## src/ctcdec_pkg.sv

```systemverilog
// ctcdec_pkg: types, widths and codes shared by the greedy ctc decoder files.
// No dependencies; compiled first.
`timescale 1ns / 1ps

package ctcdec_pkg;

  // field and state widths
  localparam int CLASS_BITS     = 15;
  localparam int SCORE_BITS     = 16;
  localparam int SUM_BITS       = 26;
  localparam int COUNT_BITS     = 11;
  localparam int NC_BITS        = 16;
  localparam int CFG_INDEX_BITS = 2;
  localparam int CFG_DATA_BITS  = 16;

  // limits
  localparam int MAX_CLASSES = 32768;
  localparam int MAX_STEPS   = 1024;
  localparam logic [SUM_BITS-1:0] SUM_MAX = {SUM_BITS{1'b1}};

  // event queue between front and back
  localparam int QUEUE_DEPTH = 4;
  localparam int QPTR_BITS   = 2;
  localparam int QCNT_BITS   = 3;

  // serial divider step counter
  localparam int STEP_BITS = 5;

  // configuration register indexes
  localparam logic [CFG_INDEX_BITS-1:0] CFG_NUM_CLASSES = 2'd0;
  localparam logic [CFG_INDEX_BITS-1:0] CFG_DICT_SIZE   = 2'd1;

  // result kinds
  typedef enum logic [1:0] {
    KIND_CHAR    = 2'd0,
    KIND_SPACE   = 2'd1,
    KIND_SUMMARY = 2'd2
  } kind_t;

  // back end sequencer states
  typedef enum logic [1:0] {
    B_IDLE,
    B_SYM,
    B_DIV,
    B_SUM
  } back_state_t;

  // one closed timestep as handed from front to back
  typedef struct packed {
    logic                  has_sym;
    kind_t                 sym_kind;
    logic [CLASS_BITS-1:0] symbol;
    logic                  has_sum;
    logic [SUM_BITS-1:0]   sum;
    logic [COUNT_BITS-1:0] count;
  } event_t;

endpackage

```

## src/ctcdec_in_if.sv

```systemverilog
// ctcdec_in_if: score input channel, valid/ready with score and end_of_line.
// Depends on ctcdec_pkg.
`timescale 1ns / 1ps

interface ctcdec_in_if;
  import ctcdec_pkg::*;

  logic                  valid;
  logic                  ready;
  logic [SCORE_BITS-1:0] score;
  logic                  end_of_line;

  modport source (output valid, output score, output end_of_line, input ready);
  modport sink (input valid, input score, input end_of_line, output ready);
endinterface

```

## src/ctcdec_out_if.sv

```systemverilog
// ctcdec_out_if: result output channel, valid/ready with the result fields.
// Depends on ctcdec_pkg.
`timescale 1ns / 1ps

interface ctcdec_out_if;
  import ctcdec_pkg::*;

  logic                  valid;
  logic                  ready;
  logic [1:0]            kind;
  logic [CLASS_BITS-1:0] symbol;
  logic [SCORE_BITS-1:0] confidence;
  logic [COUNT_BITS-1:0] symbol_count;
  logic                  last_result;

  modport source (output valid, output kind, output symbol, output confidence,
                  output symbol_count, output last_result, input ready);
  modport sink (input valid, input kind, input symbol, input confidence,
                input symbol_count, input last_result, output ready);
endinterface

```

## src/ctcdec_cfg_if.sv

```systemverilog
// ctcdec_cfg_if: configuration write channel, valid/ready with index and data.
// Depends on ctcdec_pkg.
`timescale 1ns / 1ps

interface ctcdec_cfg_if;
  import ctcdec_pkg::*;

  logic                      valid;
  logic                      ready;
  logic [CFG_INDEX_BITS-1:0] index;
  logic [CFG_DATA_BITS-1:0]  data;

  modport source (output valid, output index, output data, input ready);
  modport sink (input valid, input index, input data, output ready);
endinterface

```

## src/greedy_ctc_decoder.sv

```systemverilog
// greedy_ctc_decoder: top level of the greedy ctc decoder.
// Depends on ctcdec_pkg, the three channel interfaces, ctcdec_front,
// ctcdec_queue and ctcdec_back.
`timescale 1ns / 1ps

// Usage
//   scores  : one class score word per cycle, classes in order within a
//             timestep; end_of_line marks the last word of a line. The class
//             position counter, set by num_classes, closes each timestep.
//   results : character and space symbols as timesteps close, then a summary
//             word (kind 2) with the mean score and symbol count at line end.
//             last_result marks the final word caused by one input word.
//   cfg     : register writes, always ready, index 0 num_classes, 1 dict_size.
// Throughput: one score word per cycle while the four-entry event queue has
//   room. The back end takes one event at a time; a summary waits on the
//   bit-serial mean divider (26 steps of one quotient bit).
// Path: the event of a closing word is queued, taken into the back end's
//   event register in B_IDLE and shown in B_SYM; a summary follows B_DIV.
// Stall: while results.ready is low the result word holds, the queue fills
//   and scores.ready drops once it is full; nothing is lost.
// Reset: synchronous rst clears all line state and the queue; num_classes
//   returns to 2 and dict_size to 0.

module greedy_ctc_decoder (
  input  logic         clk,
  input  logic         rst,
  ctcdec_in_if.sink    scores,
  ctcdec_out_if.source results,
  ctcdec_cfg_if.sink   cfg
);
  import ctcdec_pkg::*;

  logic   room;
  logic   empty;
  logic   push;
  logic   pop;
  event_t push_data;
  event_t pop_data;

  // classify scores and close timesteps
  ctcdec_front u_front (
    .clk       (clk),
    .rst       (rst),
    .scores    (scores),
    .cfg       (cfg),
    .room      (room),
    .push      (push),
    .push_data (push_data)
  );

  // decouple front and back
  ctcdec_queue u_queue (
    .clk       (clk),
    .rst       (rst),
    .push      (push),
    .push_data (push_data),
    .pop       (pop),
    .pop_data  (pop_data),
    .room      (room),
    .empty     (empty)
  );

  // produce result words
  ctcdec_back u_back (
    .clk      (clk),
    .rst      (rst),
    .empty    (empty),
    .pop_data (pop_data),
    .pop      (pop),
    .results  (results)
  );

endmodule

```

## src/ctcdec_front.sv

```systemverilog
// ctcdec_front: config registers, per-timestep argmax, emit decision and line sums.
// Depends on ctcdec_pkg, ctcdec_in_if, ctcdec_cfg_if.
`timescale 1ns / 1ps

module ctcdec_front (
  input  logic                clk,
  input  logic                rst,
  ctcdec_in_if.sink           scores,
  ctcdec_cfg_if.sink          cfg,
  input  logic                room,
  output logic                push,
  output ctcdec_pkg::event_t  push_data
);
  import ctcdec_pkg::*;

  logic [NC_BITS-1:0]    num_classes;
  logic [CLASS_BITS-1:0] dict_size;

  logic [CLASS_BITS-1:0] class_position;
  logic [SCORE_BITS-1:0] best_score;
  logic [CLASS_BITS-1:0] best_class;
  logic [CLASS_BITS-1:0] previous_class;
  logic                  previous_valid;
  logic [SUM_BITS-1:0]   score_sum;
  logic [COUNT_BITS-1:0] emitted_total;

  logic                  accept;
  logic [NC_BITS-1:0]    nc_eff;
  logic [NC_BITS-1:0]    nc_minus1;
  logic [CLASS_BITS-1:0] last_class;
  logic [SCORE_BITS-1:0] cand_score;
  logic [CLASS_BITS-1:0] cand_class;
  logic                  close;
  logic                  fresh;
  logic                  emit_char;
  logic                  emit_space;
  logic                  emit;
  logic [CLASS_BITS-1:0] char_index;
  logic [SUM_BITS:0]     sum_wide;
  logic [SUM_BITS-1:0]   sum_next;
  logic [COUNT_BITS-1:0] total_next;

  assign scores.ready = room;
  assign cfg.ready    = 1'b1;
  assign accept       = scores.valid && room;

  // clamp the class count to its usable range
  always_comb begin
    if (num_classes < NC_BITS'(2)) begin
      nc_eff = NC_BITS'(2);
    end else if (num_classes > NC_BITS'(MAX_CLASSES)) begin
      nc_eff = NC_BITS'(MAX_CLASSES);
    end else begin
      nc_eff = num_classes;
    end
    nc_minus1  = nc_eff - NC_BITS'(1);
    last_class = nc_minus1[CLASS_BITS-1:0];
  end

  // running argmax, lowest index wins a tie
  always_comb begin
    if (class_position == '0) begin
      cand_score = scores.score;
      cand_class = '0;
    end else if (scores.score > best_score) begin
      cand_score = scores.score;
      cand_class = class_position;
    end else begin
      cand_score = best_score;
      cand_class = best_class;
    end
  end

  // timestep close and emit decision
  always_comb begin
    close      = scores.end_of_line || (class_position >= last_class);
    char_index = cand_class - CLASS_BITS'(1);
    fresh      = (cand_class != '0) && (!previous_valid || (cand_class != previous_class));
    emit_char  = fresh && (char_index < dict_size);
    emit_space = fresh && !emit_char && (cand_class == last_class);
    emit       = emit_char || emit_space;
  end

  // saturating line sums including this timestep's symbol
  always_comb begin
    sum_wide = {1'b0, score_sum} + {{(SUM_BITS + 1 - SCORE_BITS){1'b0}}, cand_score};
    if (!emit) begin
      sum_next = score_sum;
    end else if (sum_wide[SUM_BITS]) begin
      sum_next = SUM_MAX;
    end else begin
      sum_next = sum_wide[SUM_BITS-1:0];
    end
    if (emit && (emitted_total < COUNT_BITS'(MAX_STEPS))) begin
      total_next = emitted_total + COUNT_BITS'(1);
    end else begin
      total_next = emitted_total;
    end
  end

  // event handed to the queue
  always_comb begin
    push               = accept && close && (emit || scores.end_of_line);
    push_data.has_sym  = emit;
    push_data.sym_kind = emit_char ? KIND_CHAR : KIND_SPACE;
    push_data.symbol   = emit_char ? char_index : '0;
    push_data.has_sum  = scores.end_of_line;
    push_data.sum      = sum_next;
    push_data.count    = total_next;
  end

  // configuration registers
  always_ff @(posedge clk) begin
    if (rst) begin
      num_classes <= NC_BITS'(2);
      dict_size   <= '0;
    end else if (cfg.valid) begin
      case (cfg.index)
        CFG_NUM_CLASSES: num_classes <= cfg.data;
        CFG_DICT_SIZE:   dict_size   <= cfg.data[CLASS_BITS-1:0];
        default: ;
      endcase
    end
  end

  // decoder state
  always_ff @(posedge clk) begin
    if (rst) begin
      class_position <= '0;
      best_score     <= '0;
      best_class     <= '0;
      previous_class <= '0;
      previous_valid <= 1'b0;
      score_sum      <= '0;
      emitted_total  <= '0;
    end else if (accept) begin
      best_score <= cand_score;
      best_class <= cand_class;
      if (close) begin
        class_position <= '0;
        if (scores.end_of_line) begin
          previous_class <= '0;
          previous_valid <= 1'b0;
          score_sum      <= '0;
          emitted_total  <= '0;
        end else begin
          previous_class <= cand_class;
          previous_valid <= 1'b1;
          score_sum      <= sum_next;
          emitted_total  <= total_next;
        end
      end else begin
        class_position <= class_position + CLASS_BITS'(1);
      end
    end
  end

endmodule

```

## src/ctcdec_queue.sv

```systemverilog
// ctcdec_queue: short event fifo between the front and the back of the decoder.
// Depends on ctcdec_pkg.
`timescale 1ns / 1ps

module ctcdec_queue (
  input  logic                clk,
  input  logic                rst,
  input  logic                push,
  input  ctcdec_pkg::event_t  push_data,
  input  logic                pop,
  output ctcdec_pkg::event_t  pop_data,
  output logic                room,
  output logic                empty
);
  import ctcdec_pkg::*;

  event_t                slots [QUEUE_DEPTH];
  logic [QPTR_BITS-1:0]  wr_ptr;
  logic [QPTR_BITS-1:0]  rd_ptr;
  logic [QCNT_BITS-1:0]  fill;
  logic                  do_push;
  logic                  do_pop;

  assign room     = (fill != QCNT_BITS'(QUEUE_DEPTH));
  assign empty    = (fill == '0);
  assign do_push  = push && room;
  assign do_pop   = pop && !empty;
  assign pop_data = slots[rd_ptr];

  // entry storage
  always_ff @(posedge clk) begin
    if (do_push) begin
      slots[wr_ptr] <= push_data;
    end
  end

  // pointers and fill count
  always_ff @(posedge clk) begin
    if (rst) begin
      wr_ptr <= '0;
      rd_ptr <= '0;
      fill   <= '0;
    end else begin
      if (do_push) begin
        wr_ptr <= wr_ptr + QPTR_BITS'(1);
      end
      if (do_pop) begin
        rd_ptr <= rd_ptr + QPTR_BITS'(1);
      end
      case ({do_push, do_pop})
        2'b10:   fill <= fill + QCNT_BITS'(1);
        2'b01:   fill <= fill - QCNT_BITS'(1);
        default: fill <= fill;
      endcase
    end
  end

endmodule

```

## src/ctcdec_back.sv

```systemverilog
// ctcdec_back: drains events, runs the serial mean divider and drives results.
// Depends on ctcdec_pkg, ctcdec_out_if.
`timescale 1ns / 1ps

module ctcdec_back (
  input  logic                clk,
  input  logic                rst,
  input  logic                empty,
  input  ctcdec_pkg::event_t  pop_data,
  output logic                pop,
  ctcdec_out_if.source        results
);
  import ctcdec_pkg::*;

  back_state_t           state;
  back_state_t           state_next;
  event_t                cur;
  logic [SUM_BITS-1:0]   quo;
  logic [COUNT_BITS-1:0] rem;
  logic [STEP_BITS-1:0]  step;

  logic [COUNT_BITS:0]   rem_shift;
  logic [COUNT_BITS:0]   rem_diff;
  logic                  q_bit;
  logic                  div_done;

  // one restoring division step
  always_comb begin
    rem_shift = {rem, quo[SUM_BITS-1]};
    rem_diff  = rem_shift - {1'b0, cur.count};
    q_bit     = (rem_shift >= {1'b0, cur.count});
    div_done  = (step == STEP_BITS'(SUM_BITS - 1));
  end

  // next state
  always_comb begin
    state_next = state;
    case (state)
      B_IDLE: begin
        if (!empty) begin
          state_next = pop_data.has_sym ? B_SYM : B_DIV;
        end
      end
      B_SYM: begin
        if (results.ready) begin
          state_next = cur.has_sum ? B_DIV : B_IDLE;
        end
      end
      B_DIV: begin
        if (div_done) begin
          state_next = B_SUM;
        end
      end
      B_SUM: begin
        if (results.ready) begin
          state_next = B_IDLE;
        end
      end
      default: state_next = B_IDLE;
    endcase
  end

  // outputs
  always_comb begin
    pop                  = 1'b0;
    results.valid        = 1'b0;
    results.kind         = cur.sym_kind;
    results.symbol       = cur.symbol;
    results.confidence   = '0;
    results.symbol_count = '0;
    results.last_result  = !cur.has_sum;
    case (state)
      B_IDLE: begin
        pop = !empty;
      end
      B_SYM: begin
        results.valid = 1'b1;
      end
      B_SUM: begin
        results.valid        = 1'b1;
        results.kind         = KIND_SUMMARY;
        results.symbol       = '0;
        results.confidence   = (cur.count == '0) ? '0 : quo[SCORE_BITS-1:0];
        results.symbol_count = cur.count;
        results.last_result  = 1'b1;
      end
      default: ;
    endcase
  end

  // state register
  always_ff @(posedge clk) begin
    if (rst) begin
      state <= B_IDLE;
    end else begin
      state <= state_next;
    end
  end

  // event word and divider datapath
  always_ff @(posedge clk) begin
    if (state == B_IDLE && !empty) begin
      cur  <= pop_data;
      quo  <= pop_data.sum;
      rem  <= '0;
      step <= '0;
    end else if (state == B_DIV) begin
      quo  <= {quo[SUM_BITS-2:0], q_bit};
      rem  <= q_bit ? rem_diff[COUNT_BITS-1:0] : rem_shift[COUNT_BITS-1:0];
      step <= step + STEP_BITS'(1);
    end
  end

endmodule

```

## src/flat_wrapper.sv

```systemverilog
// flat-port wrapper written by rule: the top's interface ports become plain ports
module greedy_ctc_decoder_flat import ctcdec_pkg::*;
  (clk, rst, scores_valid, scores_score, scores_end_of_line, scores_ready, results_valid, results_kind, results_symbol, results_confidence, results_symbol_count, results_last_result, results_ready, cfg_valid, cfg_index, cfg_data, cfg_ready);
  ctcdec_in_if scores_i ();
  ctcdec_out_if results_i ();
  ctcdec_cfg_if cfg_i ();
  input  logic clk;
  input  logic rst;
  input wire logic [$bits(scores_i.valid)-1:0] scores_valid;
  input wire logic [$bits(scores_i.score)-1:0] scores_score;
  input wire logic [$bits(scores_i.end_of_line)-1:0] scores_end_of_line;
  output wire logic [$bits(scores_i.ready)-1:0] scores_ready;
  output wire logic [$bits(results_i.valid)-1:0] results_valid;
  output wire logic [$bits(results_i.kind)-1:0] results_kind;
  output wire logic [$bits(results_i.symbol)-1:0] results_symbol;
  output wire logic [$bits(results_i.confidence)-1:0] results_confidence;
  output wire logic [$bits(results_i.symbol_count)-1:0] results_symbol_count;
  output wire logic [$bits(results_i.last_result)-1:0] results_last_result;
  input wire logic [$bits(results_i.ready)-1:0] results_ready;
  input wire logic [$bits(cfg_i.valid)-1:0] cfg_valid;
  input wire logic [$bits(cfg_i.index)-1:0] cfg_index;
  input wire logic [$bits(cfg_i.data)-1:0] cfg_data;
  output wire logic [$bits(cfg_i.ready)-1:0] cfg_ready;
  assign scores_i.valid = scores_valid;
  assign scores_i.score = scores_score;
  assign scores_i.end_of_line = scores_end_of_line;
  assign scores_ready = scores_i.ready;
  assign results_valid = results_i.valid;
  assign results_kind = results_i.kind;
  assign results_symbol = results_i.symbol;
  assign results_confidence = results_i.confidence;
  assign results_symbol_count = results_i.symbol_count;
  assign results_last_result = results_i.last_result;
  assign results_i.ready = results_ready;
  assign cfg_i.valid = cfg_valid;
  assign cfg_i.index = cfg_index;
  assign cfg_i.data = cfg_data;
  assign cfg_ready = cfg_i.ready;
  greedy_ctc_decoder u_core (.clk(clk), .rst(rst), .scores(scores_i), .results(results_i), .cfg(cfg_i));
endmodule
```

## config.mk

```make
export PLATFORM = sky130hd
export DESIGN_NAME = greedy_ctc_decoder_flat
export DESIGN_NICKNAME = d
export VERILOG_FILES = /design/src/ctcdec_pkg.sv /design/src/ctcdec_in_if.sv /design/src/ctcdec_out_if.sv /design/src/ctcdec_cfg_if.sv /design/src/greedy_ctc_decoder.sv /design/src/ctcdec_front.sv /design/src/ctcdec_queue.sv /design/src/ctcdec_back.sv /design/src/flat_wrapper.sv
export SDC_FILE = /design/constraint.sdc
export NUM_CORES = 1
export LEC_CHECK = 0
export BUFFER_PORTS_ARGS = -buffer_cell sky130_fd_sc_hd__buf_2
export CORE_UTILIZATION = 50
export DETAILED_ROUTE_END_ITERATION = 7
export GPL_TIMING_DRIVEN = 0
export HOLD_SLACK_MARGIN = 0.03
export PLACE_DENSITY = 0.74
export SETUP_SLACK_MARGIN = 0.1
export SLEW_MARGIN = 20
export SYNTH_ARGS = -nofsm -noshare
export SYNTH_HDL_FRONTEND = slang
export SYNTH_SLANG_ARGS = --single-unit
```

## constraint.sdc

```tcl
create_clock -name clk -period 11.5 [get_ports clk]
set_input_delay 1.725 -clock clk [delete_from_list [all_inputs] [get_ports clk]]
set_output_delay 1.725 -clock clk [all_outputs]
set_load 0.01 [all_outputs]
```

==> metrics.txt <==
largest net degree at the start of global routing=41; Antenna Nets Post-Route=0; Die Span X=209 µm; Worst Path Class, Setup=primary input to register; cells resized by post-CTS repair=0; worst clock skew=0.0161 ns; setup slack at placement=2.26 ns; Syn Std Cell Area=0.0213 mm²; most instantiated cells after synthesis=274 x edfxtp_1, 246 x nand2_1, 157 x dfxtp_1; row count=75; P&R area growth vs syn=13.1%; root buffer cell=clkbuf_16; DR vias/cell=5.85; Primary FF master, synth=edfxtp_1; CTS max path bufs=3; count leader, synth=edfxtp_1; via count=15309; TritonCTS Buffers=46; final setup violation count=0; Chip Height=209 µm; class of the worst hold path=register to register; Final GP Congestion=0.939; CP Max Fanout=10; maxcap violations=0; Critical Path AT=8.97 ns; total gr overflow=0; Setup crit end kind=register; wire length per cell=20.3 µm; Routed WL=53.0 mm; Slew @ Worst Pin=1.04 ns; initial antenna violation count=0; vias in the first global route=15240; Post-synth EDFFs=274; share of layout cells above drive strength 1=15.2%; Worst Setup Slack, final=2.77 ns; post-DP HPWL=37.6 mm; post-CTS setup buffers=0; DRT Pass-1 Iters=6; asr flop ratio synth=0%; Pleak=9.00 nW; Port Buffers=86; total design power=4.80 mW; RSZ-0062 raised after global routing=false; period utilization=75.9%; Area contributors post-synth=edfxtp_1 39%, dfxtp_1 15%, mux4_2 5.8%, ha_1 5.0%, nand2_1 4.3%; headroom to the max-slew limit=30.4%; Synth area leader=edfxtp_1; Post-CTS Hold Buffers=0; slowest stage cell, crit path=nor2_1; Filler cells=3488; antenna cells=0; setup TNS=0 ns; Crit path max-delay family=compound AO/OA/AOI/OAI gates; DRC errors left=0; Multi-input gate area=0.00919 mm²; Required @ worst endpoint=11.74 ns; Fmax=0.114 GHz; Top Ports=88; WP buf/inv=6; Slew Limit Fails=0; peak supply drop=0.000149 V; Post-Synthesis Net Count=2027; global-route usage over all layers=24.7%; Yosys cell types=92; Initial DRC Count=1310; max incr delay on CP=0.71 ns; endpoints failing hold=0; Initial Util=50.7%; CTS clk-pin slew, worst paths=0.07 ns; H-tree depth=2; syn_area_per_cell=11.2 µm²; fin crit period=8.73 ns; YS warnings=0; Die Footprint=0.0435 mm²; CTS tree=built; register area=0.0114 mm²; final net count=2166; Seq/Total Area, Yosys=53.3%; Startpoint Class=primary input; Sink Count=431; Pwr per Cell Area=199 mW/mm²; #FFs+latches synth=431; global-route wire length before repair=84.0 mm; Mapped Cells=1899; core box area=0.0420 mm²; status=finished, final reports clean; area share of the largest cell type after synthesis=38.6%; worst hold slack=0.457 ns; later-pin clock latency in the skew report=0.58 ns
==> metal layers <==
layer  wire length [µm]  part of all wire, %  track usage, %
met1              23000                   43            32.9
met2              25700                   48            41.0
met3               2970                  5.6            4.09
met4               1350                  2.5            7.94
met5                  0                    0               0
==> worst min-delay path, stage by stage (launching register included) <==
cell and delay [ns]:
dfxtp_1 0.31, nand2_1 0.05, a21oi_1 0.05
==> registers in the layout, summed over array words and instances (netlist names), 15 cells and up, named ones only <==
register and count:
u_core.u_front.num_classes 16, u_core.u_front.best_class 15, u_core.u_front.class_position 15, u_core.u_back.cur 28, u_core.u_front.dict_size 15, u_core.u_front.previous_class 15, u_core.u_queue.slots 220, u_core.u_front.best_score 16
u_core.u_front.score_sum 26, u_core.u_back.quo 26
==> cells in the final DEF, fill, tap and decap left out, types with 17 or more instances in the layout <==
cell	netlist	layout
edfxtp_1	274	274
mux2_2	33	33
a211oi_1	39	39
a21o_1	23	23
dfxtp_1	157	157
clkbuf_1	74	79
nand2_1	246	246
nand3_1	45	45
and2_1	68	64
nand4_1	27	27
nor2_1	135	135
a22o_1	22	22
mux4_2	55	55
nor3_1	23	23
o21ai_0	58	58
clkbuf_16	0	46
buf_2	5	91
xor2_1	33	33
xnor2_1	47	47
inv_1	87	87
ha_1	85	85
a31oi_1	17	17
a21oi_1	89	89
mux2i_1	19	19
nor2b_1	17	17
==> through the flow <==
step | cells | area, µm² | utilization [%]
3_3_place_gp | 2524 | 22400 | 53.3
6_report | 2615 | 24100 | 57.4
2_1_floorplan | 1899 | 21300 | -
4_1_cts | 2615 | 24100 | 57.4
3_5_place_dp | 2529 | 22600 | 53.7
5_1_grt | 2615 | 24100 | 57.4
==> power breakdown <==
| part | switching, mW | internal, mW |
|---|---|---|
| Sequential | 0.0786 | 1.91 |
| Clock | 0.629 | 0.896 |
| Combinational | 0.807 | 0.477 |
| Total | 1.51 | 3.28 |
==> final timing paths <==
| check | from | to | slack (ns) | cells after the start |
|---|---|---|---|---|
| min reg2reg | u_core.u_front.dict_size[7] | u_core.u_front.dict_size[7] | 0.46 | 2 |
| max | scores_score[13] | u_core.u_queue.slots[0][14] | 2.77 | 25 |
| max reg2reg | u_core.u_front.best_score[13] | u_core.u_queue.slots[0][14] | 3.66 | 25 |
| min | u_core.u_front.dict_size[7] | u_core.u_front.dict_size[7] | 0.46 | 2 |
==> final cells by class <==
| class | count | area share [%] |
|---|---|---|
| sequential | 431 | 47.1 |
| timing repair buffer | 91 | 2.29 |
| clock buffer | 55 | 5.04 |
| multi-input combinational | 1280 | 38.1 |
| buffer | 98 | 1.81 |
| inverter | 90 | 1.40 |
| tap | 539 | 2.80 |
| clock inverter | 31 | 1.42 |
==> cells by family (layout without fill, tap and decap cells) <==
logic type               count (synthesis)  count (layout)  synth area share (%)
AO/OA/AOI/OAI                          348             348                  11.1
XOR/XNOR                                80              80                  3.29
adder cells (fa/ha/maj)                 88              88                  5.27
buffers and inverters                  188             365                  3.62
flip-flops                             431             431                  53.3
multiplexers                           111             111                  8.69
other                                    1               1                0.0176
AND/OR/NAND/NOR                        652             652                  14.7
No activity file was read; power rests on OpenSTA's default activity.
